<file path="config.mk">
export PLATFORM = sky130hd
export DESIGN_NAME = tkwp_merge
export DESIGN_NICKNAME = d
export VERILOG_FILES = /design/src/rtl/core/top_k_weight_prune_normalize_core_defines.svh /design/src/rtl/core/tkwp_pkg.sv /design/src/rtl/core/tkwp_merge.sv
export SDC_FILE = /design/constraint.sdc
export NUM_CORES = 1
export LEC_CHECK = 0
export ABC_AREA = 1
export ABC_CLOCK_PERIOD_IN_PS = 10200
export BUFFER_PORTS_ARGS = -buffer_cell sky130_fd_sc_hd__buf_2
export CORE_ASPECT_RATIO = 1.2
export CORE_MARGIN = 2
export CORE_UTILIZATION = 25
export DETAILED_ROUTE_END_ITERATION = 10
export GPL_TIMING_DRIVEN = 0
export PLACE_DENSITY = 0.49
export REMOVE_ABC_BUFFERS = 1
export SKIP_LAST_GASP = 1
export SLEW_MARGIN = 10
export SYNTH_ARGS = -nofsm -noshare
export SYNTH_HDL_FRONTEND = slang
export SYNTH_SLANG_ARGS = --single-unit
</file>
<file path="constraint.sdc">
create_clock -name aclk -period 10.2 [get_ports aclk]
set_input_delay 2.04 -clock aclk [delete_from_list [all_inputs] [get_ports aclk]]
set_output_delay 2.04 -clock aclk [all_outputs]
set_load 0.005 [all_outputs]
</file>
<file path="src/rtl/core/top_k_weight_prune_normalize_core_defines.svh">
// Assertion macros for the top-k weight pruning core.
// No dependencies; taken in by the top level.
`ifndef TOP_K_WEIGHT_PRUNE_NORMALIZE_CORE_DEFINES_SVH
`define TOP_K_WEIGHT_PRUNE_NORMALIZE_CORE_DEFINES_SVH

// Same-cycle implication, checked outside reset
`define TKWP_ASSERT_IMP(lbl, clk, rstn, ante, cons) \
    lbl: assert property (@(posedge clk) disable iff (!rstn) (ante) |-> (cons)) \
        else $error("tkwp check failed");

// Next-cycle implication, checked outside reset
`define TKWP_ASSERT_NXT(lbl, clk, rstn, ante, cons) \
    lbl: assert property (@(posedge clk) disable iff (!rstn) (ante) |=> (cons)) \
        else $error("tkwp check failed");

`endif

</file>
<file path="src/rtl/core/tkwp_pkg.sv">
// Shared constants for the top-k weight pruning core.
// No dependencies.
`default_nettype none
package tkwp_pkg;
    localparam int FIELD_W         = 16;
    localparam int CNT_W           = 4;
    localparam int MAXB_W          = 4;
    localparam int NUM_BONES_DEF   = 8;
    localparam int WEIGHT_BITS_DEF = 16;
    localparam int APB_AW          = 3;
    localparam int APB_DW          = 32;
    localparam int REG_IDX_W       = 1;

    // register indexes
    localparam logic [REG_IDX_W-1:0] REG_MAX_BONES  = 1'b0;
    localparam logic [REG_IDX_W-1:0] REG_MIN_WEIGHT = 1'b1;

    localparam logic [MAXB_W-1:0]  MAX_BONES_RST  = 4'd4;
    localparam logic [FIELD_W-1:0] MIN_WEIGHT_RST = 16'd6;
endpackage
`default_nettype wire

</file>
<file path="src/rtl/core/tkwp_merge.sv">
// Merging stage: sum and count of the kept weights over all lanes.
// Depends on tkwp_pkg.
`default_nettype none
module tkwp_merge #(
    parameter int NB = 8,
    parameter int WB = 16
) (
    input  wire logic                        aclk,
    input  wire logic                        adv,
    input  wire logic [NB*WB-1:0]            w_flat,
    input  wire logic [NB-1:0]               keep,
    output logic [WB+$clog2(NB)-1:0]         sum_reg,
    output logic [$clog2(NB+1)-1:0]          cnt_reg
);
    import tkwp_pkg::*;

    localparam int SW = WB + $clog2(NB);
    localparam int RW = $clog2(NB + 1);

    logic [SW-1:0] sum_next;
    logic [RW-1:0] cnt_next;

    // adder over the kept lanes
    always_comb begin
        sum_next = '0;
        cnt_next = '0;
        for (int i = 0; i < NB; i++) begin
            if (keep[i]) begin
                sum_next = sum_next + SW'(w_flat[i*WB +: WB]);
            end
            cnt_next = cnt_next + RW'(keep[i]);
        end
    end

    always_ff @(posedge aclk) begin
        if (adv) begin
            sum_reg <= sum_next;
            cnt_reg <= cnt_next;
        end
    end
endmodule
`default_nettype wire

</file>
==> results of run 1 <==
-- final cells by class --
cell class / count / area [um^2] / share of cell area, %
clock buffers: 4 / 78.83 / 0.6880
multi-input cells: 1110 / 8123 / 70.90
inverters: 155 / 588.1 / 5.133
diodes: 6 / 15.01 / 0.1310
well taps: 407 / 509.2 / 4.445
flip-flops and latches: 23 / 690.7 / 6.028
repair buffers: 242 / 1453 / 12.68
-- power breakdown --
part / switching (mW) / internal [mW] / leakage (nW)
registers: 0.00654 / 0.158 / 0.224
clock network: 0.0387 / 0.0537 / 0.0382
logic: 1.13 / 0.988 / 5.42
total: 1.18 / 1.20 / 5.68
-- cell families after synthesis --
logic type      Yosys count  synth area share, %
compound gates          240                16.64
xor+xnor                 62                6.706
fa+ha+maj               134                21.72
buf+inv                 179                8.575
flops                    23                8.529
simple gates            674                37.82
-- worst max-delay path, delay by kind of cell --
family          cells  cell delay, ns
buf+inv             9            0.76
compound gates     11            1.68
fa+ha+maj           8            2.14
simple gates       34            3.09
xor+xnor            2            0.29
-- cell usage in the layout (no fill, tap or decap), types with 8 or more instances in the layout --
| cell | Yosys | routed |
|---|---|---|
| nand4_1 | 8 | 8 |
| fa_1 | 11 | 8 |
| and2_4 | 0 | 10 |
| o21ai_1 | 32 | 25 |
| xor2_1 | 38 | 37 |
| nor2_1 | 57 | 50 |
| o21ai_2 | 13 | 29 |
| a21oi_1 | 106 | 68 |
| a21oi_2 | 0 | 31 |
| nand3_2 | 8 | 19 |
| inv_2 | 5 | 13 |
| or2_2 | 16 | 14 |
| edfxtp_1 | 23 | 23 |
| nand3_1 | 127 | 114 |
| a21o_1 | 9 | 9 |
| nand2_4 | 7 | 13 |
| and2_1 | 22 | 12 |
| inv_1 | 150 | 140 |
| buf_2 | 9 | 158 |
| ha_1 | 123 | 67 |
| o21ai_0 | 49 | 34 |
| xnor2_1 | 24 | 21 |
| nand2_2 | 21 | 61 |
| nand2_1 | 381 | 335 |
| ha_4 | 0 | 50 |
| buf_4 | 1 | 79 |
-- layer usage --
layer	GRT usage, %	routed length (um)	part of all wire, %
met5	0	58	0.22
met4	4.033	527	2.0
met3	2.223	1272	4.7
met2	29.07	13730	51
met1	17.59	11360	42
-- final timing paths --
kind	start	to	slack [ns]	cells after the start
setup / recovery	keep[0]	sum_reg[18]$_DFFE_PP_	0.23	64
hold / removal	keep[7]	sum_reg[1]$_DFFE_PP_	2.19	3
-- through the flow --
| step | setup WS (ns) | power (mW) | setup TNS, ns |
|---|---|---|---|
| after floorplan | 0.1956 | 1.334 | 0 |
| after global placement | -1.545 | 1.649 | -9.269 |
| after detailed placement | -1.560 | 1.663 | -9.824 |
| after CTS | 0.004343 | 2.000 | 0 |
| after global routing | -0.3702 | 2.639 | -1.070 |
| final | 0.2265 | 2.379 | 0 |
-- repair_timing --
action	4_1_cts	5_1_grt
endpoints found under the setup margin	9	9
gates resized for setup	99	194
hold buffers	0	0
pin swaps	46	104
buffers inserted	54	28
==> impl_metrics.toml, run 1 <==
[logic_synthesis]
synth_edf_count = 23
yosysWarnings = 0
synth_top_area_cell = "ha_1"
synth_area_um2 = 8098
ys_ff_latch = 23
yosysMostFrequentCell = "nand2_1"
synth-async-reset-ratio_pct = 0
avgSynthCellArea_um2 = 6.172
ys_top_cells_by_area = "ha_1 19%, nand2_1 18%, edfxtp_1 8.5%"
synth_common_cells = "381 x nand2_1, 150 x inv_1, 127 x nand3_1, 123 x ha_1, 106 x a21oi_1"
ys.flop_type = "edfxtp_1"
synth_cell_types = 49
synth_cells = 1312
synth_top_area_share_pct = 19.00
ys_seq_area_share_pct = 8.529

[worst_setup_path]
crit_slowest_cell = "fa_2"
cpPeakStageDelay_ns = 0.33
worstSetupStartpointType = "input pin"
crit_required_ns = 10.24
crit_type = "input pin to flop"
crit_arrival_ns = 10.01
crit_path_max_fanout = 5
critPathMostFrequentCell = "nand2_2"
end_kind = "flop"

[sta]
slew_headroom_pct = 30.65
final_hold_viol_count = 0
worst_hold_slack_ns = 2.193
finalSetupViolCount = 0
min_period_over_period_pct = 97.78
period_needed_ns = 9.974
worstMarginPinSlew_ns = 1.039
fmax_ghz = 0.1003
rsz0062_at_grt = "yes"
slew_violations = 0

[final_layout]
syn2layout_area_growth_pct = 41.49
final_nets = 1807
largest_reg_flops = 19
final_cells = 1947
final_layout_size_suffix_gt1_share_pct = 35.59
fin_area_um2 = 11460
final.fill_count = 3486
fin_util_pct = 35.72

[grt]
grt_pass1_wl_um = 42050
grt_max_degree = 31
gr-total-overflow = 0
antenna_found_initial = 11
track_usage_pct = 15.26
grt_pass1_vias = 8966

[floorplan]
dieArea_um2 = 33850
fp-row-count = 72
core_um2 = 32070
fp.dieH_um = 201.2
die_w_um = 168.3
pin_count = 161
start_util_pct = 25.25

[outcome]
status = "finished, final reports clean"

[clock_tree]
tritoncts = "yes"
h-tree-depth = 1
cts-root-buf = "clkbuf_16"
clock_sinks = 23
clk_pin_slew_ns = 0.06
clock_path_buffers = 2
cts-buffers-inserted = 3

[routing]
ant_nets = 0
vias = 9023
drtPass1Iterations = 4
detail_route.iter0.violations = 318
wl_um = 26960
drcViolationCount = 0
vias_per_cell = 4.634
detail_route.wl_per_cell_um = 13.84

[place]
port_buffers = 160
dp_hpwl_um = 21540
dp.cells = 1855
place_area_um2 = 9295
gp_congestion = 0.9179

[power_and_ir_drop]
powerDensity_nw_per_um2 = 207.7
peakVddDrop_uv = 70.48
p_leak_nw = 5.685

[run]
maxCapViolations = 0

[min_path]
hold_class = "input pin to flop"
Power figures use the tool's default switching activity.
==> inputs of run 2 (changes only) <==
--- a/config.mk
+++ b/config.mk
@@ -7,13 +7,13 @@
 export LEC_CHECK = 0
 export ABC_AREA = 1
 export ABC_CLOCK_PERIOD_IN_PS = 10200
-export BUFFER_PORTS_ARGS = -buffer_cell sky130_fd_sc_hd__buf_2
 export CORE_ASPECT_RATIO = 1.2
 export CORE_MARGIN = 2
 export CORE_UTILIZATION = 25
 export DETAILED_ROUTE_END_ITERATION = 10
+export DONT_BUFFER_PORTS = 1
 export GPL_TIMING_DRIVEN = 0
-export PLACE_DENSITY = 0.49
+export PLACE_DENSITY = 0.45
 export REMOVE_ABC_BUFFERS = 1
 export SKIP_LAST_GASP = 1
 export SLEW_MARGIN = 10
==> run 2 against run 1 <==
  * Clock-buffer cell count unchanged
  * Flip-flop and latch count is the same
  * Global-route usage is 1.1 points lower
  * Total power decreased by 7.2%
  * Via count decreased by 8.5%
  * Routed wire length decreased by 3.3%
  * Non-clock buffer count shrank 179
  * Hold slack got worse by 0.30 ns
  * Core utilization fell by 3.2 points
  * Largest cell class unchanged
  * Combinational power decreased by 8%
  * Sequential power increased by 6%
  * First-iteration DRC count decreased by 30%
==> impl_metrics.toml, run 2 (same netlist as run 1, synthesis figures left out) <==
[outcome]
status = "finished, final reports clean"

[routing]
drcViolationCount = 0
drtPass1Iterations = 5
wl_um = 26070
vias = 8254
detail_route.wl_per_cell_um = 14.79
vias_per_cell = 4.682
ant_nets = 0
detail_route.iter0.violations = 223

[grt]
grt_pass1_vias = 7803
grt_pass1_wl_um = 38710
track_usage_pct = 14.20
antenna_found_initial = 2
grt_max_degree = 31
gr-total-overflow = 0

[power_and_ir_drop]
powerDensity_nw_per_um2 = 211.8
p_sw_mw = 1.113
fin_total_pwr_mw = 2.209
combPwrFrac_pct = 88.1
p_leak_nw = 4.953
peakVddDrop_uv = 101.5
internal-power_mw = 1.096
p_sw_share_pct = 50.38
p_clk_share_pct = 4.0
p_seq_share_pct = 7.9

[floorplan]
core_um2 = 32070
fp-row-count = 72
fp.dieH_um = 201.2
pin_count = 161
start_util_pct = 25.25
die_w_um = 168.3
dieArea_um2 = 33850

[sta]
worstMarginPinSlew_ns = 1.007
rsz0062_at_grt = "yes"
tns_ns = 0
period_needed_ns = 9.829
slew_violations = 0
finalSetupViolCount = 0
slew_headroom_pct = 32.77
min_period_over_period_pct = 96.36
fmax_ghz = 0.1017
final_hold_viol_count = 0

[worst_setup_path]
crit_path_max_fanout = 19
end_kind = "flop"
crit_type = "input pin to flop"
crit_slowest_cell = "fa_2"
crit_arrival_ns = 9.86
worstSetupStartpointType = "input pin"
critPathMostFrequentCell = "nand2_2"
cpPeakStageDelay_ns = 0.56
crit_required_ns = 10.23

[final_layout]
most-common-layout-cells = "339 x nand2_1, 142 x inv_1, 117 x nand3_1, 71 x ha_1, 70 x a21oi_1"
fin_util_pct = 32.51
final_nets = 1628
final.fill_count = 3477
final_layout_size_suffix_gt1_share_pct = 26.05
syn2layout_area_growth_pct = 28.77
final_common_cell = "nand2_1"
largest_reg_flops = 19

[clock_tree]
tritoncts = "yes"
h-tree-depth = 1
clock_path_buffers = 2
clk_pin_slew_ns = 0.06
cts-buffers-inserted = 3
cts-root-buf = "clkbuf_16"
clock_sinks = 23

[place]
gp_congestion = 0.9035
dp_hpwl_um = 21490
port_buffers = 0

[run]
maxCapViolations = 0

[min_path]
hold_depth = 0
hold_class = "input pin to flop"
run 2: changes by cell type in the layout (fill, tap and decap cells not counted), moves of 5 or more:
cell | before | now
buf_2 | 158 | 0
buf_4 | 79 | 61
diode_2 | 6 | 1
o21ai_1 | 25 | 30
run 2: worst max-delay path: cells and delay by family:
family                   cells  cell delay, ns
AO/OA/AOI/OAI               14            2.18
XOR/XNOR                     3            0.42
adder cells (fa/ha/maj)      8            2.54
buffers and inverters        5            0.25
AND/OR/NAND/NOR             28            2.41
run 2: worst paths after layout:
kind | slack (ns) | to | start
worst max-delay path | 0.37 | sum_reg[18]$_DFFE_PP_ | keep[0]
worst min-delay path | 1.89 | sum_reg[0]$_DFFE_PP_ | adv
run 2: through the flow:
step / hold slack (ns) / setup WS [ns] / area [um^2] / std cells
3_3_place_gp: 2.156 / -1.025 / 8494 / 1695
2_1_floorplan: 2.153 / 0.1956 / 7985 / 1288
3_5_place_dp: 2.156 / -1.082 / 8494 / 1695
5_1_grt: 1.875 / -0.1769 / 10430 / 1763
6_report: 1.889 / 0.3713 / 10430 / 1763
4_1_cts: 1.880 / 0.005087 / 9105 / 1717
run 2: area by class of cell:
cell class,instances,area (um^2),share of cell area (%)
multi-input cells,1110,8082,77.50
flip-flops and latches,23,690.7,6.623
inverters,155,584.3,5.604
well taps,407,509.2,4.884
repair buffers,63,480.5,4.608
clock buffers,4,78.83,0.7559
diodes,1,2.502,0.02400
run 2: power by group through the flow:
stage / Clock [mW] / Combinational (mW) / Sequential (mW)
2_1_floorplan: 0 / 1.16 / 0.175
3_3_place_gp: 0 / 1.41 / 0.179
3_5_place_dp: 0 / 1.42 / 0.179
4_1_cts: 0.0918 / 1.58 / 0.177
5_1_grt: 0.0939 / 2.17 / 0.181
6_report: 0.0873 / 1.95 / 0.175
run 2: what timing repair did:
action,CTS,global route
resized for setup,74,200
endpoints found under the setup margin,7,10
setup buffers,18,45
hold buffers,0,0
pin swaps,24,104
run 2: per-layer routing:
layer  part of all wire [%]  GRT usage, %  vias to the layer above  routed length [um]
met3                    5.3         3.049                       27                1393
met5                  0.050             0                        -                  13
met2                     51         26.44                      149               13200
met1                     42         16.37                     3621               11040
li1                       -             -                     4455                   -
met4                    1.6         3.510                        2                 426
==> inputs of run 3 (changes only) <==
--- a/config.mk
+++ b/config.mk
@@ -12,8 +12,6 @@
 export CORE_UTILIZATION = 25
 export DETAILED_ROUTE_END_ITERATION = 10
 export DONT_BUFFER_PORTS = 1
-export GPL_TIMING_DRIVEN = 0
-export PLACE_DENSITY = 0.45
 export REMOVE_ABC_BUFFERS = 1
 export SKIP_LAST_GASP = 1
 export SLEW_MARGIN = 10
==> run 3 against run 2 <==
  * Combinational power increased by 13%
  * Global-route usage increased by 0.46 points
  * Sequential power about the same
  * Total power increased by 12%
  * Design area increased by 9.0%
  * Routed wire length increased by 3.2%
  * Setup slack got worse by 0.099 ns
  * Core utilization increased by 2.9 points
  * Die area unchanged
  * Largest power group unchanged
  * Highest routed layer is now met4
==> impl_metrics.toml, run 3 (same netlist as run 1, synthesis figures left out) <==
[grt]
globalRouteMet3Util_pct = 2.734
grt_pass1_vias = 8368
gr-total-overflow = 0
met2_usage_pct = 27.22
met1_usage_pct = 17.51
antenna_found_initial = 1
grt_pass1_wl_um = 40260
busiest_layer = "met2"
track_usage_pct = 14.67
grt_max_degree = 31

[sta]
worstMarginPinSlew_ns = 1.010
min_period_over_period_pct = 97.33
rsz0062_at_grt = "yes"
final_hold_viol_count = 0
fmax_ghz = 0.1007
period_needed_ns = 9.928
tns_ns = 0
finalSetupViolCount = 0
slew_headroom_pct = 32.61
slew_violations = 0

[clock_tree]
cts-root-buf = "clkbuf_16"
h-tree-depth = 1
ctsHoldBuffers = 0
tritoncts = "yes"
clock_path_buffers = 2
clock_sinks = 23
cts-buffers-inserted = 3
clk_pin_slew_ns = 0.07

[power_and_ir_drop]
peakVddDrop_uv = 80.45
powerDensity_nw_per_um2 = 217.7
p_leak_nw = 5.686
fin_total_pwr_mw = 2.474

[worst_setup_path]
end_kind = "flop"
cpPeakStageDelay_ns = 0.35
critPathMostFrequentCell = "buf_4"
crit_required_ns = 10.23
crit_path_max_fanout = 19
crit_type = "input pin to flop"
crit_slowest_cell = "fa_2"
crit_arrival_ns = 9.96
worstSetupStartpointType = "input pin"

[floorplan]
start_util_pct = 25.25
pin_count = 161
fp-row-count = 72
core_um2 = 32070
dieArea_um2 = 33850
fp.dieH_um = 201.2
die_w_um = 168.3

[place]
port_buffers = 0
dp.cells = 1889
gp_congestion = 0.9287
dp_hpwl_um = 22250

[final_layout]
syn2layout_area_growth_pct = 40.34
final_nets = 1789
final_common_cell = "nand2_1"
final_layout_size_suffix_gt1_share_pct = 31.66
largest_reg_flops = 19
most-common-layout-cells = "344 x nand2_1, 220 x buf_4, 144 x inv_1, 112 x nand3_1, 84 x ha_1"
final_cells = 1924

[min_path]
hold_class = "input pin to flop"

[routing]
wl_um = 26920
detail_route.wl_per_cell_um = 13.99
detail_route.iter0.violations = 298
ant_nets = 0
vias_per_cell = 4.639
vias = 8925
drtPass1Iterations = 4
drcViolationCount = 0

[outcome]
status = "finished, final reports clean"

[run]
maxCapViolations = 0
## run 3: report_power, final
part / leakage [nW] / internal (mW) / switching [mW]
Clock: 0.0409 / 0.0529 / 0.0358
Sequential: 0.224 / 0.160 / 0.0167
Combinational: 5.42 / 1.11 / 1.10
Total: 5.69 / 1.32 / 1.15
## run 3: metal layers
layer | wire, um | vias to the layer above
met3 | 1485 | 31
li1 | - | 4782
met1 | 11420 | 3937
met2 | 13400 | 175
met4 | 614 | 0
met5 | 0 | -
## run 3: path summary, 6_finish.rpt
check / start / endpoint / slack [ns] / depth (start not counted)
max: keep[0] / sum_reg[18]$_DFFE_PP_ / 0.27 / 66
min: adv / cnt_reg[1]$_DFFE_PP_ / 1.89 / 0
## run 3: area by class of cell
class,count,area (um^2)
antenna,1,2.502
clock buffer,3,75.07
inverter,155,584.3
multi-input combinational,1110,7801
sequential,23,690.7
fill,3401,20710
clock inverter,1,5.005
timing repair buffer,224,1697
tap,407,509.2
## run 3: metrics by stage
| step | setup slack [ns] | hold WS (ns) | utilization [%] | area, um^2 |
|---|---|---|---|---|
| floorplan | 0.1956 | 2.153 | - | 7985 |
| CTS | -0.02163 | 1.884 | 32.01 | 10260 |
| global placement | -0.5344 | 2.156 | 31.03 | 9951 |
| detailed placement | -0.6080 | 2.156 | 31.03 | 9951 |
| finish | 0.2724 | 1.886 | 35.44 | 11360 |
| global route | -0.1947 | 1.881 | 35.43 | 11360 |
## run 3: critical path: cells and delay by family
family          cells  cell delay, ns
fa+ha+maj           6            1.59
xor+xnor            4            0.63
simple gates       22            1.77
compound gates      7            0.94
buf+inv            27            2.96
## run 3: repair_timing
action                                  CTS  global route
buffers inserted                         21             9
pin swaps                                 9            87
resized for setup                        26           191
endpoints found under the setup margin    4            10
