## src/rtl/core/top_k_weight_prune_normalize_core_defines.svh

```systemverilog
// Assertion macros for the top-k weight pruning core.
// No dependencies; taken in by the top level.
`ifndef TOP_K_WEIGHT_PRUNE_NORMALIZE_CORE_DEFINES_SVH
`define TOP_K_WEIGHT_PRUNE_NORMALIZE_CORE_DEFINES_SVH

// Same-cycle implication, checked outside reset
`define TKWP_ASSERT_IMP(lbl, clk, rstn, ante, cons) \
    lbl: assert property (@(posedge clk) disable iff (!rstn) (ante) |-> (cons)) \
        else $error("tkwp check failed");

// Next-cycle implication, checked outside reset
`define TKWP_ASSERT_NXT(lbl, clk, rstn, ante, cons) \
    lbl: assert property (@(posedge clk) disable iff (!rstn) (ante) |=> (cons)) \
        else $error("tkwp check failed");

`endif

```

## src/rtl/core/tkwp_pkg.sv

```systemverilog
// Shared constants for the top-k weight pruning core.
// No dependencies.
`default_nettype none
package tkwp_pkg;
    localparam int FIELD_W         = 16;
    localparam int CNT_W           = 4;
    localparam int MAXB_W          = 4;
    localparam int NUM_BONES_DEF   = 8;
    localparam int WEIGHT_BITS_DEF = 16;
    localparam int APB_AW          = 3;
    localparam int APB_DW          = 32;
    localparam int REG_IDX_W       = 1;

    // register indexes
    localparam logic [REG_IDX_W-1:0] REG_MAX_BONES  = 1'b0;
    localparam logic [REG_IDX_W-1:0] REG_MIN_WEIGHT = 1'b1;

    localparam logic [MAXB_W-1:0]  MAX_BONES_RST  = 4'd4;
    localparam logic [FIELD_W-1:0] MIN_WEIGHT_RST = 16'd6;
endpackage
`default_nettype wire

```

## src/rtl/core/tkwp_rank.sv

```systemverilog
// One selection lane: decides whether its bone is among the kept top-k.
// Depends on tkwp_pkg.
`default_nettype none
module tkwp_rank #(
    parameter int NB   = 8,
    parameter int WB   = 16,
    parameter int LANE = 0
) (
    input  wire logic [NB*WB-1:0]            w_flat,
    input  wire logic [tkwp_pkg::FIELD_W-1:0] min_weight,
    input  wire logic [tkwp_pkg::MAXB_W-1:0]  max_bones,
    output logic                              keep
);
    import tkwp_pkg::*;

    localparam int CW = (WB > FIELD_W) ? WB : FIELD_W;
    localparam int RW = $clog2(NB + 1);
    localparam int KW = RW + MAXB_W;

    logic [CW-1:0] wx [NB];
    logic [NB-1:0] cand;
    logic [NB-1:0] outr;
    logic [RW-1:0] rank;

    // candidates, and which of them outrank this lane (ties to lower index)
    always_comb begin
        rank = '0;
        for (int j = 0; j < NB; j++) begin
            wx[j]   = CW'(w_flat[j*WB +: WB]);
            cand[j] = wx[j] > CW'(min_weight);
        end
        for (int j = 0; j < NB; j++) begin
            outr[j] = (j != LANE) && cand[j] &&
                      ((wx[j] > wx[LANE]) || ((wx[j] == wx[LANE]) && (j < LANE)));
            rank = rank + RW'(outr[j]);
        end
    end

    assign keep = cand[LANE] && (KW'(rank) < KW'(max_bones));
endmodule
`default_nettype wire

```

## config.mk

```make
export PLATFORM = sky130hd
export DESIGN_NAME = tkwp_rank
export DESIGN_NICKNAME = d
export VERILOG_FILES = /design/src/rtl/core/top_k_weight_prune_normalize_core_defines.svh /design/src/rtl/core/tkwp_pkg.sv /design/src/rtl/core/tkwp_rank.sv
export SDC_FILE = /design/constraint.sdc
export NUM_CORES = 1
export LEC_CHECK = 0
export BUFFER_PORTS_ARGS = -buffer_cell sky130_fd_sc_hd__buf_2
export CORE_MARGIN = 2
export CORE_UTILIZATION = 45
export DETAILED_ROUTE_END_ITERATION = 6
export GPL_TIMING_DRIVEN = 0
export PLACE_DENSITY = 0.7
export SYNTH_ARGS = -nofsm -noshare
export SYNTH_HDL_FRONTEND = slang
export SYNTH_SLANG_ARGS = --single-unit
```

## constraint.sdc

```tcl
create_clock -name vclk -period 6.5
set_input_delay 1.3 -clock vclk [all_inputs]
set_output_delay 1.3 -clock vclk [all_outputs]
set_load 0.02 [all_outputs]
```

==> results of run 1 <==
[stage by stage]
stage	total power, uW	TNS (ns)
floorplan	272	0
global placement	414	-0.415
detailed placement	424	-0.463
CTS	460	-0.173
global route	577	-0.377
finish	513	-0.261
[logic make-up (layout without fill, tap and decap cells)]
kind of cell               after synthesis  count (layout)
adders and majority gates              246             246
and+or+nand+nor                        172             172
AOI/OAI and AO/OA                      195             195
buffers and inverters                   51             261
[path summary, 6_finish.rpt]
kind,cells past startpoint,from,endpoint,slack [ns]
worst max-delay path,19,min_weight[13],keep,-0.26
worst min-delay path,4,max_bones[3],keep,3.01
[power by group through the flow]
stage / clock network, uW / logic [uW] / registers (uW)
2_1_floorplan: 0 / 272 / 0
3_3_place_gp: 0 / 414 / 0
3_5_place_dp: 0 / 424 / 0
4_1_cts: 0 / 460 / 0
5_1_grt: 0 / 577 / 0
6_report: 0 / 513 / 0
[cells in the mapped netlist]
cell and number:
inv_1 51, nor4_2 4, nand4_2 1, a211oi_1 10, a2111oi_1 3, a41oi_2 1
a21oi_1 102, nor4b_1 1, nand2b_1 1, nor3_1 1, nor2b_1 13, fa_1 4
nand2_1 53, o21bai_1 3, nor4_1 6, o211ai_1 6, o21ai_0 25, o41ai_1 2
o211ai_2 3, a211o_1 6, a2111oi_2 2, and2_1 4, and4_1 1, nand3_1 23
o32ai_1 1, a221o_1 4, ha_1 242, nand4_1 43, or4b_1 3, a221oi_1 3
nor2_1 18, a21o_1 24
[timing repair]
item                                    4_1_cts  5_1_grt
hold buffers                                  0        0
setup buffers                                34       27
pin swaps                                    18       42
endpoints found under the setup margin        1        1
resized for setup                            32       38
[routing by layer]
metal,vias up,part of all wire,track usage
met5,-,0,0
met2,224,0.48,0.491
met1,2779,0.43,0.351
met3,41,0.055,0.0138
li1,3021,-,-
met4,0,0.030,0.0642
[layout make-up]
cell class / count / area, sq um / area share
Tap cell: 147 / 184 / 0.0249
Timing Repair Buffer: 210 / 1270 / 0.172
Multi-Input combinational cell: 613 / 5690 / 0.770
Inverter: 51 / 240 / 0.0325
==> run summary, run 1 <==
SETUP PATH
-------------------------------------------------------------------------------------
Critical path launch point type                                          primary input
CP delay by family, top                                                   adder cells
Largest driver fanout on the critical path                                          7
Category of the most critical setup path                                 primary input to output port
Critical path arrival                                                         5.46 ns
Endpoint kind of the worst setup timing path                              output port
Data required time at the worst endpoint                                      5.20 ns
Cells traversed along the worst timing path                              buf_2 -> clkinvlp_4 -> buf_4 -> buf_4 -> ha_1 -> nand4_1 -> nor4_2 -> a221oi_1 -> a211oi_1 -> fa_2 -> inv_2 -> fa_1 -> inv_1 -> ha_1 -> a21o_1 -> a21oi_2 -> o32ai_2 -> a21oi_2 -> buf_4
Cell repeated most along the worst path                                         buf_4
Sum of buffers and inverters on the critical path                                   7
Cell at the slowest stage of the critical path                                 nor4_2
Worst path max stage delay                                                    0.51 ns

POWER AND IR DROP
-------------------------------------------------------------------------------------
Proportion of power drawn by flip-flops and latches                                 0
Clock Power Share                                                                   0
Power density relative to cell area                                      69.4 nW/um^2
Logic gate share of total power                                                 1.000
Switching power total                                                          282 uW
Maximum vdd drop                                                            0.0367 mV
Internal power consumption                                                     230 uW
Switch share                                                                    0.551
Leak Pwr                                                                   0.00379 uW

CELLS AND AREA
-------------------------------------------------------------------------------------
Top library cells by usage in the layout, fill and taps aside            ha_1 (219), buf_2 (146), a21oi_1 (99)
Most frequent standard cell in the layout excluding fill and tap cells           ha_1
Final design area excluding fillers                                        7390 sq um
Utilization after layout                                                        0.620
Non-filler instance count after layout                                           1021
Area occupied by registers                                                    0 sq um
Diode insertion count for antenna repair                                            0
Layout clock buffer count                                                           0
Final net count                                                                  1270
Fillcell total                                                                   1094
Proportion of layout cells with a drive suffix above 1                          0.318
Seq_cells                                                                           0
Syn-to-layout area delta                                                        36.0%

GLOBAL ROUTING
-------------------------------------------------------------------------------------
Global router's overall resource usage                                          0.270
Pin count of the biggest net entering global routing                                9
Initial antenna violation count                                                     0
Via count of the first global-routing pass                                       5713
Leftover overflow at the end of global routing                                      0
Global-route wire length before repair                                   27700 microns

ROUTE
-------------------------------------------------------------------------------------
Routed via count divided by cell count                                           5.94
Total iterations of the first detailed-routing run                                  5
Final wirelength                                                         19000 microns
Detailed-route wire length per cell                                      18.6 microns
Number of DRC markers after the initial detailed-route iteration                  269
DRT antenna net count                                                               0
DRC viols                                                                           0
Total number of vias                                                             6065

SYNTHESIS
-------------------------------------------------------------------------------------
Post-synthesis mux area share                                                       0
Instance count of the mapped netlist                                              664
Fraction of synthesized cell area taken by the top area cell type               0.557
Net count after synthesis                                                        1058
Cell taking the most area after synthesis                                        ha_1
Post-synthesis compound-gate area fraction                                      0.224
Number of synthesis warnings                                                        0
Average cell area after synthesis                                          8.18 sq um
Simple-gate area share of the yosys netlist                                     0.169
Sequential share of the synthesized area                                            0
Post-synth cell types                                                              32
Cell area after synthesis                                                  5430 sq um
Adder-cell share of the synthesized area                                        0.572
Cell types with the largest area share after synthesis                   ha_1 (56%), a21oi_1 (9.4%), nand4_1 (5.0%), nand2_1 (3.7%), inv_1 (3.5%)
Largest family of logic cells by synthesized area                         adder cells
Xor/xnor cell area share of the yosys netlist                                       0

FLOORPLAN
-------------------------------------------------------------------------------------
Initial core utilization                                                        0.456
Number of standard-cell rows in the floorplan                                      40
Number of placed I/O pins                                                         149
Die Outline Area                                                          13000 sq um
Die width                                                                 114 microns
Placeable core region                                                     11900 sq um
DIE HEIGHT                                                                114 microns

PLACEMENT
-------------------------------------------------------------------------------------
Worst slack after detailed placement                                        -0.463 ns
Port Buf Inserts                                                                  149
Instance area at placement                                                 6360 sq um
DP Wirelength                                                            15000 microns
Cells after DPL                                                                   960
Gpl congestion                                                                  0.911

RUN STATUS
-------------------------------------------------------------------------------------
Outcome                                                                  finished, violations left
Violated checks                                                          setup timing

TIMING
-------------------------------------------------------------------------------------
Hold slack                                                                    3.01 ns
Count of endpoints failing setup in the final report                                1
Setup repair after global routing missed its margin                              true
Ratio of final minimum period to clock period                                    1.04
Worst-margin pin slew                                                        0.488 ns
Final critical delay including setup and external delays                      6.76 ns
Tightest slew margin relative to the limit                                      0.673
Total count of max-transition violations in the final report                        0
Least setup slack across all paths after layout                             -0.261 ns
Final hold vios                                                                     0
Fmax achieved                                                                 148 MHz

WORST HOLD PATH
-------------------------------------------------------------------------------------
Worst min-delay path class                                               primary input to output port

RUN
-------------------------------------------------------------------------------------
Max-Cap Viols                                                                       0

No activity file was read; power rests on OpenSTA's default activity.
==> inputs of run 2 (changes only) <==
--- a/config.mk
+++ b/config.mk
@@ -7,10 +7,9 @@
 export LEC_CHECK = 0
 export BUFFER_PORTS_ARGS = -buffer_cell sky130_fd_sc_hd__buf_2
 export CORE_MARGIN = 2
-export CORE_UTILIZATION = 45
+export CORE_UTILIZATION = 30
 export DETAILED_ROUTE_END_ITERATION = 6
 export GPL_TIMING_DRIVEN = 0
-export PLACE_DENSITY = 0.7
 export SYNTH_ARGS = -nofsm -noshare
 export SYNTH_HDL_FRONTEND = slang
 export SYNTH_SLANG_ARGS = --single-unit
==> run 2 against run 1 <==
  * The flow still finishes with violations (setup timing)
  * Via count fell by 4.7%
  * Final cell count rose by 5.3%
  * Maximum frequency rose by 1.1%
  * Die area rose by 48%
  * Critical path type unchanged
  * Largest power group unchanged
  * Non-clock buffer count fell by 30
  * Worst hold slack improved by 0.021 ns
  * Power fell by 6.9%
  * Highest routed layer unchanged
  * Critical path depth rose by 2
  * Global-route usage fell by 7.8 points
  * Cell area fell by 5.2%
==> run summary, run 2 (synthesis gave the netlist of run 1 again) <==
RUN STATUS
-------------------------------------------------------------------------------------
Outcome                                                                  finished, violations left
Violated checks                                                          setup timing

SETUP PATH
-------------------------------------------------------------------------------------
Data required time at the worst endpoint                                      5.20 ns
Critical path arrival                                                         5.39 ns
Endpoint kind of the worst setup timing path                              output port
Category of the most critical setup path                                 primary input to output port
Critical path launch point type                                          primary input
Largest driver fanout on the critical path                                          4

CELLS AND AREA
-------------------------------------------------------------------------------------
Layout clock buffer count                                                           0
Area occupied by registers                                                    0 sq um
Top library cells by usage in the layout, fill and taps aside            ha_1 (232), buf_2 (146), a21oi_1 (98)
Final design area excluding fillers                                        7010 sq um
Seq_cells                                                                           0
Syn-to-layout area delta                                                        29.0%
Most frequent standard cell in the layout excluding fill and tap cells           ha_1
Fillcell total                                                                   1865
Final net count                                                                  1240
Proportion of layout cells with a drive suffix above 1                          0.265

ROUTE
-------------------------------------------------------------------------------------
DRC viols                                                                           0
DRT antenna net count                                                               0
Total number of vias                                                             5780
Total iterations of the first detailed-routing run                                  4
Routed via count divided by cell count                                           5.38
Final wirelength                                                         19600 microns
Detailed-route wire length per cell                                      18.2 microns
Number of DRC markers after the initial detailed-route iteration                  236

PLACEMENT
-------------------------------------------------------------------------------------
Gpl congestion                                                                  0.906
Port Buf Inserts                                                                  149
DP Wirelength                                                            16700 microns
Instance area at placement                                                 6460 sq um

TIMING
-------------------------------------------------------------------------------------
Final hold vios                                                                     0
Setup repair after global routing missed its margin                              true
Fmax achieved                                                                 150 MHz
Final critical delay including setup and external delays                      6.69 ns
Worst-margin pin slew                                                        0.509 ns
Ratio of final minimum period to clock period                                    1.03
Count of endpoints failing setup in the final report                                1
Hold slack                                                                    3.03 ns
Least setup slack across all paths after layout                             -0.188 ns
Total count of max-transition violations in the final report                        0
Tightest slew margin relative to the limit                                      0.657

POWER AND IR DROP
-------------------------------------------------------------------------------------
Maximum vdd drop                                                            0.0334 mV
Power density relative to cell area                                      68.1 nW/um^2
Leak Pwr                                                                   0.00365 uW
Total power after layout                                                       477 uW

FLOORPLAN
-------------------------------------------------------------------------------------
Die width                                                                 139 microns
Number of placed I/O pins                                                         149
Number of standard-cell rows in the floorplan                                      49
Initial core utilization                                                        0.305
DIE HEIGHT                                                                139 microns
Die Outline Area                                                          19200 sq um
Placeable core region                                                     17800 sq um

RUN
-------------------------------------------------------------------------------------
Max-Cap Viols                                                                       0

GLOBAL ROUTING
-------------------------------------------------------------------------------------
Pin count of the biggest net entering global routing                                9
Via count of the first global-routing pass                                       5677
Initial antenna violation count                                                     2
Global router's overall resource usage                                          0.192
Leftover overflow at the end of global routing                                      0
Global-route wire length before repair                                   29200 microns

WORST HOLD PATH
-------------------------------------------------------------------------------------
Worst min-delay path class                                               primary input to output port

CTS
-------------------------------------------------------------------------------------
Hold-fix buffers at CTS                                                             0

run 2: power by group:
part           switching (uW)  internal (uW)  leakage (uW)
Clock                       0      0.0000412  0.0000000127
Sequential                  0              0             0
Combinational             267            210       0.00365
run 2: final timing paths:
path                      from  endpoint  cells past startpoint
setup / recovery     w_flat[1]      keep                     21
hold / removal    max_bones[3]      keep                      4
run 2: final cells by class:
class / instances / area [sq um] / area share
well taps: 229 / 287 / 0.0409
repair buffers: 180 / 1040 / 0.148
diodes: 2 / 5.00 / 0.000714
inverters: 51 / 221 / 0.0316
multi-input cells: 613 / 5460 / 0.779
run 2: per-stage QoR:
stage	TNS, ns	setup WS (ns)	std cells	utilization
global placement	-0.482	-0.482	1042	0.362
detailed placement	-0.412	-0.412	1042	0.362
global route	-0.357	-0.357	1075	0.393
CTS	-0.182	-0.182	1069	0.386
finish	-0.188	-0.188	1075	0.393
floorplan	0	0.193	664	-
run 2: timing repair:
item                       4_1_cts  5_1_grt
setup buffers                   27        4
gates resized for setup         33       15
setup endpoints to repair        1        1
pin swaps                       32       11
run 2: per-layer routing:
| layer | share of wire | vias to the layer above | global-route usage |
|---|---|---|---|
| met1 | 0.44 | 2628 | 0.252 |
| met5 | 0 | - | 0 |
| met4 | 0.021 | 0 | 0.0376 |
| li1 | - | 2960 | - |
| met3 | 0.053 | 20 | 0.0186 |
| met2 | 0.48 | 172 | 0.343 |
run 2: critical path, stage by stage:
cell        delay [ns]
buf_8             0.08
clkinvlp_4        0.14
buf_6             0.15
ha_4              0.26
nor2b_4           0.13
o211ai_1          0.15
a2111oi_4         0.41
a211oi_2          0.06
a211o_1           0.33
fa_1              0.56
inv_2             0.04
fa_2              0.34
inv_2             0.06
fa_1              0.40
inv_1             0.06
ha_1              0.21
a21o_1            0.17
a21oi_2           0.15
o32ai_2           0.09
a21oi_2           0.15
buf_6             0.14
==> inputs of run 3 (changes only) <==
--- a/config.mk
+++ b/config.mk
@@ -5,6 +5,7 @@
 export SDC_FILE = /design/constraint.sdc
 export NUM_CORES = 1
 export LEC_CHECK = 0
+export ABC_AREA = 1
 export BUFFER_PORTS_ARGS = -buffer_cell sky130_fd_sc_hd__buf_2
 export CORE_MARGIN = 2
 export CORE_UTILIZATION = 30
==> run 3 against run 2 <==
  * Non-clock buffer count down 24
  * Die area up 5.9%
  * Largest power group unchanged
  * Combinational power down 2%
  * Core utilization down 2.0 points
  * The run now ends clean
  * Sequential share of layout area unchanged
  * Critical path depth up 5
  * Clock-buffer cell count unchanged
  * Sequential cell count unchanged
  * Cell area down 0.20%
==> run summary, run 3 <==
TIMING
-------------------------------------------------------------------------------------
Hold slack                                                                    3.09 ns
Fmax achieved                                                                 158 MHz
Count of endpoints failing setup in the final report                                0
Ratio of final minimum period to clock period                                   0.972
Final critical delay including setup and external delays                      6.32 ns
Setup repair after global routing missed its margin                              true
Worst-margin pin slew                                                        0.431 ns
Final hold vios                                                                     0
Least setup slack across all paths after layout                              0.184 ns
Total count of max-transition violations in the final report                        0
Tightest slew margin relative to the limit                                      0.712

PLACEMENT
-------------------------------------------------------------------------------------
Gpl congestion                                                                  0.864
Worst slack after detailed placement                                        0.0282 ns
Cells after DPL                                                                  1225
Port Buf Inserts                                                                  149
Instance area at placement                                                 6800 sq um
DP Wirelength                                                            16500 microns

WORST HOLD PATH
-------------------------------------------------------------------------------------
Startpoint of the tightest hold check path                               max_bones[3]
Cell count of the worst hold path                                                   6
Worst Hold Endpoint                                                              keep
Worst min-delay path class                                               primary input to output port

SETUP PATH
-------------------------------------------------------------------------------------
Category of the most critical setup path                                 primary input to output port
Critical path arrival                                                         5.02 ns
Data required time at the worst endpoint                                      5.20 ns
Endpoint kind of the worst setup timing path                              output port
Largest driver fanout on the critical path                                          5
Critical path launch point type                                          primary input

CELLS AND AREA
-------------------------------------------------------------------------------------
Area occupied by registers                                                    0 sq um
Syn-to-layout area delta                                                        21.3%
Layout clock buffer count                                                           0
Most frequent standard cell in the layout excluding fill and tap cells           ha_1
Top library cells by usage in the layout, fill and taps aside            ha_1 (237), nand2_1 (211), buf_2 (148)
Non-filler instance count after layout                                           1232
Final design area excluding fillers                                        6990 sq um
Seq_cells                                                                           0
Diode insertion count for antenna repair                                            0
Proportion of layout cells with a drive suffix above 1                          0.201
Final net count                                                                  1394

SYNTHESIS
-------------------------------------------------------------------------------------
Cell taking the most area after synthesis                                        ha_1
Cell area after synthesis                                                  5770 sq um
Net count after synthesis                                                        1236
Most frequently used cell type in the post-synthesis netlist                     ha_1
Post-synth cell types                                                              23
Fraction of synthesized cell area taken by the top area cell type               0.525
Commonest cells in the netlist                                           ha_1 (242), nand2_1 (213), a21oi_1 (115)
Sequential share of the synthesized area                                            0
Average cell area after synthesis                                          6.85 sq um
Instance count of the mapped netlist                                              842
Cell types with the largest area share after synthesis                   ha_1 (53%), nand2_1 (14%), a21oi_1 (10%), inv_1 (5.7%), nor2_1 (2.7%)
Number of synthesis warnings                                                        0

FLOORPLAN
-------------------------------------------------------------------------------------
Number of standard-cell rows in the floorplan                                      50
Placeable core region                                                     18800 sq um
Initial core utilization                                                        0.307
Number of placed I/O pins                                                         149
DIE HEIGHT                                                                143 microns
Die Outline Area                                                          20300 sq um
Die width                                                                 143 microns

RUN
-------------------------------------------------------------------------------------
Max-Cap Viols                                                                       0

RUN STATUS
-------------------------------------------------------------------------------------
Outcome                                                                  complete, no violations

GLOBAL ROUTING
-------------------------------------------------------------------------------------
Global-route wire length before repair                                   28400 microns
Global router's overall resource usage                                          0.175
Initial antenna violation count                                                     0
Leftover overflow at the end of global routing                                      0
Via count of the first global-routing pass                                       5902
Pin count of the biggest net entering global routing                                9

ROUTE
-------------------------------------------------------------------------------------
Detailed-route wire length per cell                                      14.8 microns
DRT antenna net count                                                               0
Final wirelength                                                         18300 microns
Total number of vias                                                             6042
Routed via count divided by cell count                                           4.90
DRC viols                                                                           0
Total iterations of the first detailed-routing run                                  4
Number of DRC markers after the initial detailed-route iteration                  204

POWER AND IR DROP
-------------------------------------------------------------------------------------
Maximum vdd drop                                                            0.0227 mV
Leak Pwr                                                                   0.00400 uW
Power density relative to cell area                                      66.8 nW/um^2

-- run 3: cell types whose count changed after synthesis, sizes merged, moves of 13 or more --
cell,previous run,this run
a21o,24,1
a21oi,102,115
inv,51,104
nand2,53,215
nand4,44,16
nor2,18,49
nor2b,13,0
o21a,0,13
-- run 3: final cells by class --
type	count	area, sq um
Multi-Input combinational cell	737	5480
Timing Repair Buffer	156	817
Fill cell	2044	11800
Inverter	105	402
Tap cell	234	293
-- run 3: timing repair --
action                                  CTS  global route
hold buffers                              0             0
endpoints found under the setup margin    0             1
gates resized for setup                   0            20
setup buffers                             0             7
-- run 3: logic make-up after synthesis --
family / share of synthesized area
simple gates: 0.234
compound gates: 0.159
buf+inv: 0.0684
fa+ha+maj: 0.539
-- run 3: per-stage QoR --
| step | util | power (uW) | setup TNS, ns |
|---|---|---|---|
| floorplan | - | 295 | 0 |
| global placement | 0.363 | 439 | 0 |
| detailed placement | 0.363 | 450 | 0 |
| CTS | 0.363 | 452 | 0 |
| global route | 0.373 | 547 | -0.0857 |
| finish | 0.373 | 467 | 0 |
-- run 3: critical path, stage by stage --
cell and delay [ns]:
buf_2 0.12, clkinvlp_4 0.18, buf_4 0.18, ha_1 0.28
inv_1 0.04, o21bai_1 0.11, nand2_1 0.06, nand2_1 0.08
nand2_1 0.05, nand2_1 0.05, nand2_1 0.04, nand2_1 0.07
nand3_2 0.07, fa_1 0.53, inv_1 0.05, fa_1 0.37
inv_1 0.07, fa_1 0.40, inv_1 0.07, ha_1 0.22
o21ai_2 0.06, nand2_1 0.06, a31oi_1 0.12, nand2_1 0.08
a21oi_2 0.18, buf_6 0.15
-- run 3: how the worst max path moves through the flow --
stage	depth (start not counted)	slack [ns]	end	start
floorplan	19	0.62	keep	min_weight[15]
global placement	21	0.03	keep	w_flat[15]
detailed placement	21	0.03	keep	w_flat[15]
CTS	21	0.02	keep	w_flat[15]
global route	25	-0.09	keep	w_flat[1]
finish	26	0.18	keep	w_flat[1]
-- run 3: power by group --
part / internal, uW / switching [uW]
logic: 195 / 272
clock network: 0 / 0
registers: 0 / 0
-- run 3: per-layer routing --
metal / part of all wire / routed length (microns) / global-route usage / vias up
li1: - / - / - / 3242
met1: 0.45 / 8270 / 0.221 / 2677
met2: 0.49 / 9000 / 0.333 / 109
met3: 0.039 / 709 / 0.00973 / 14
met4: 0.016 / 284 / 0.0255 / 0
met5: 0 / 0 / 0 / -
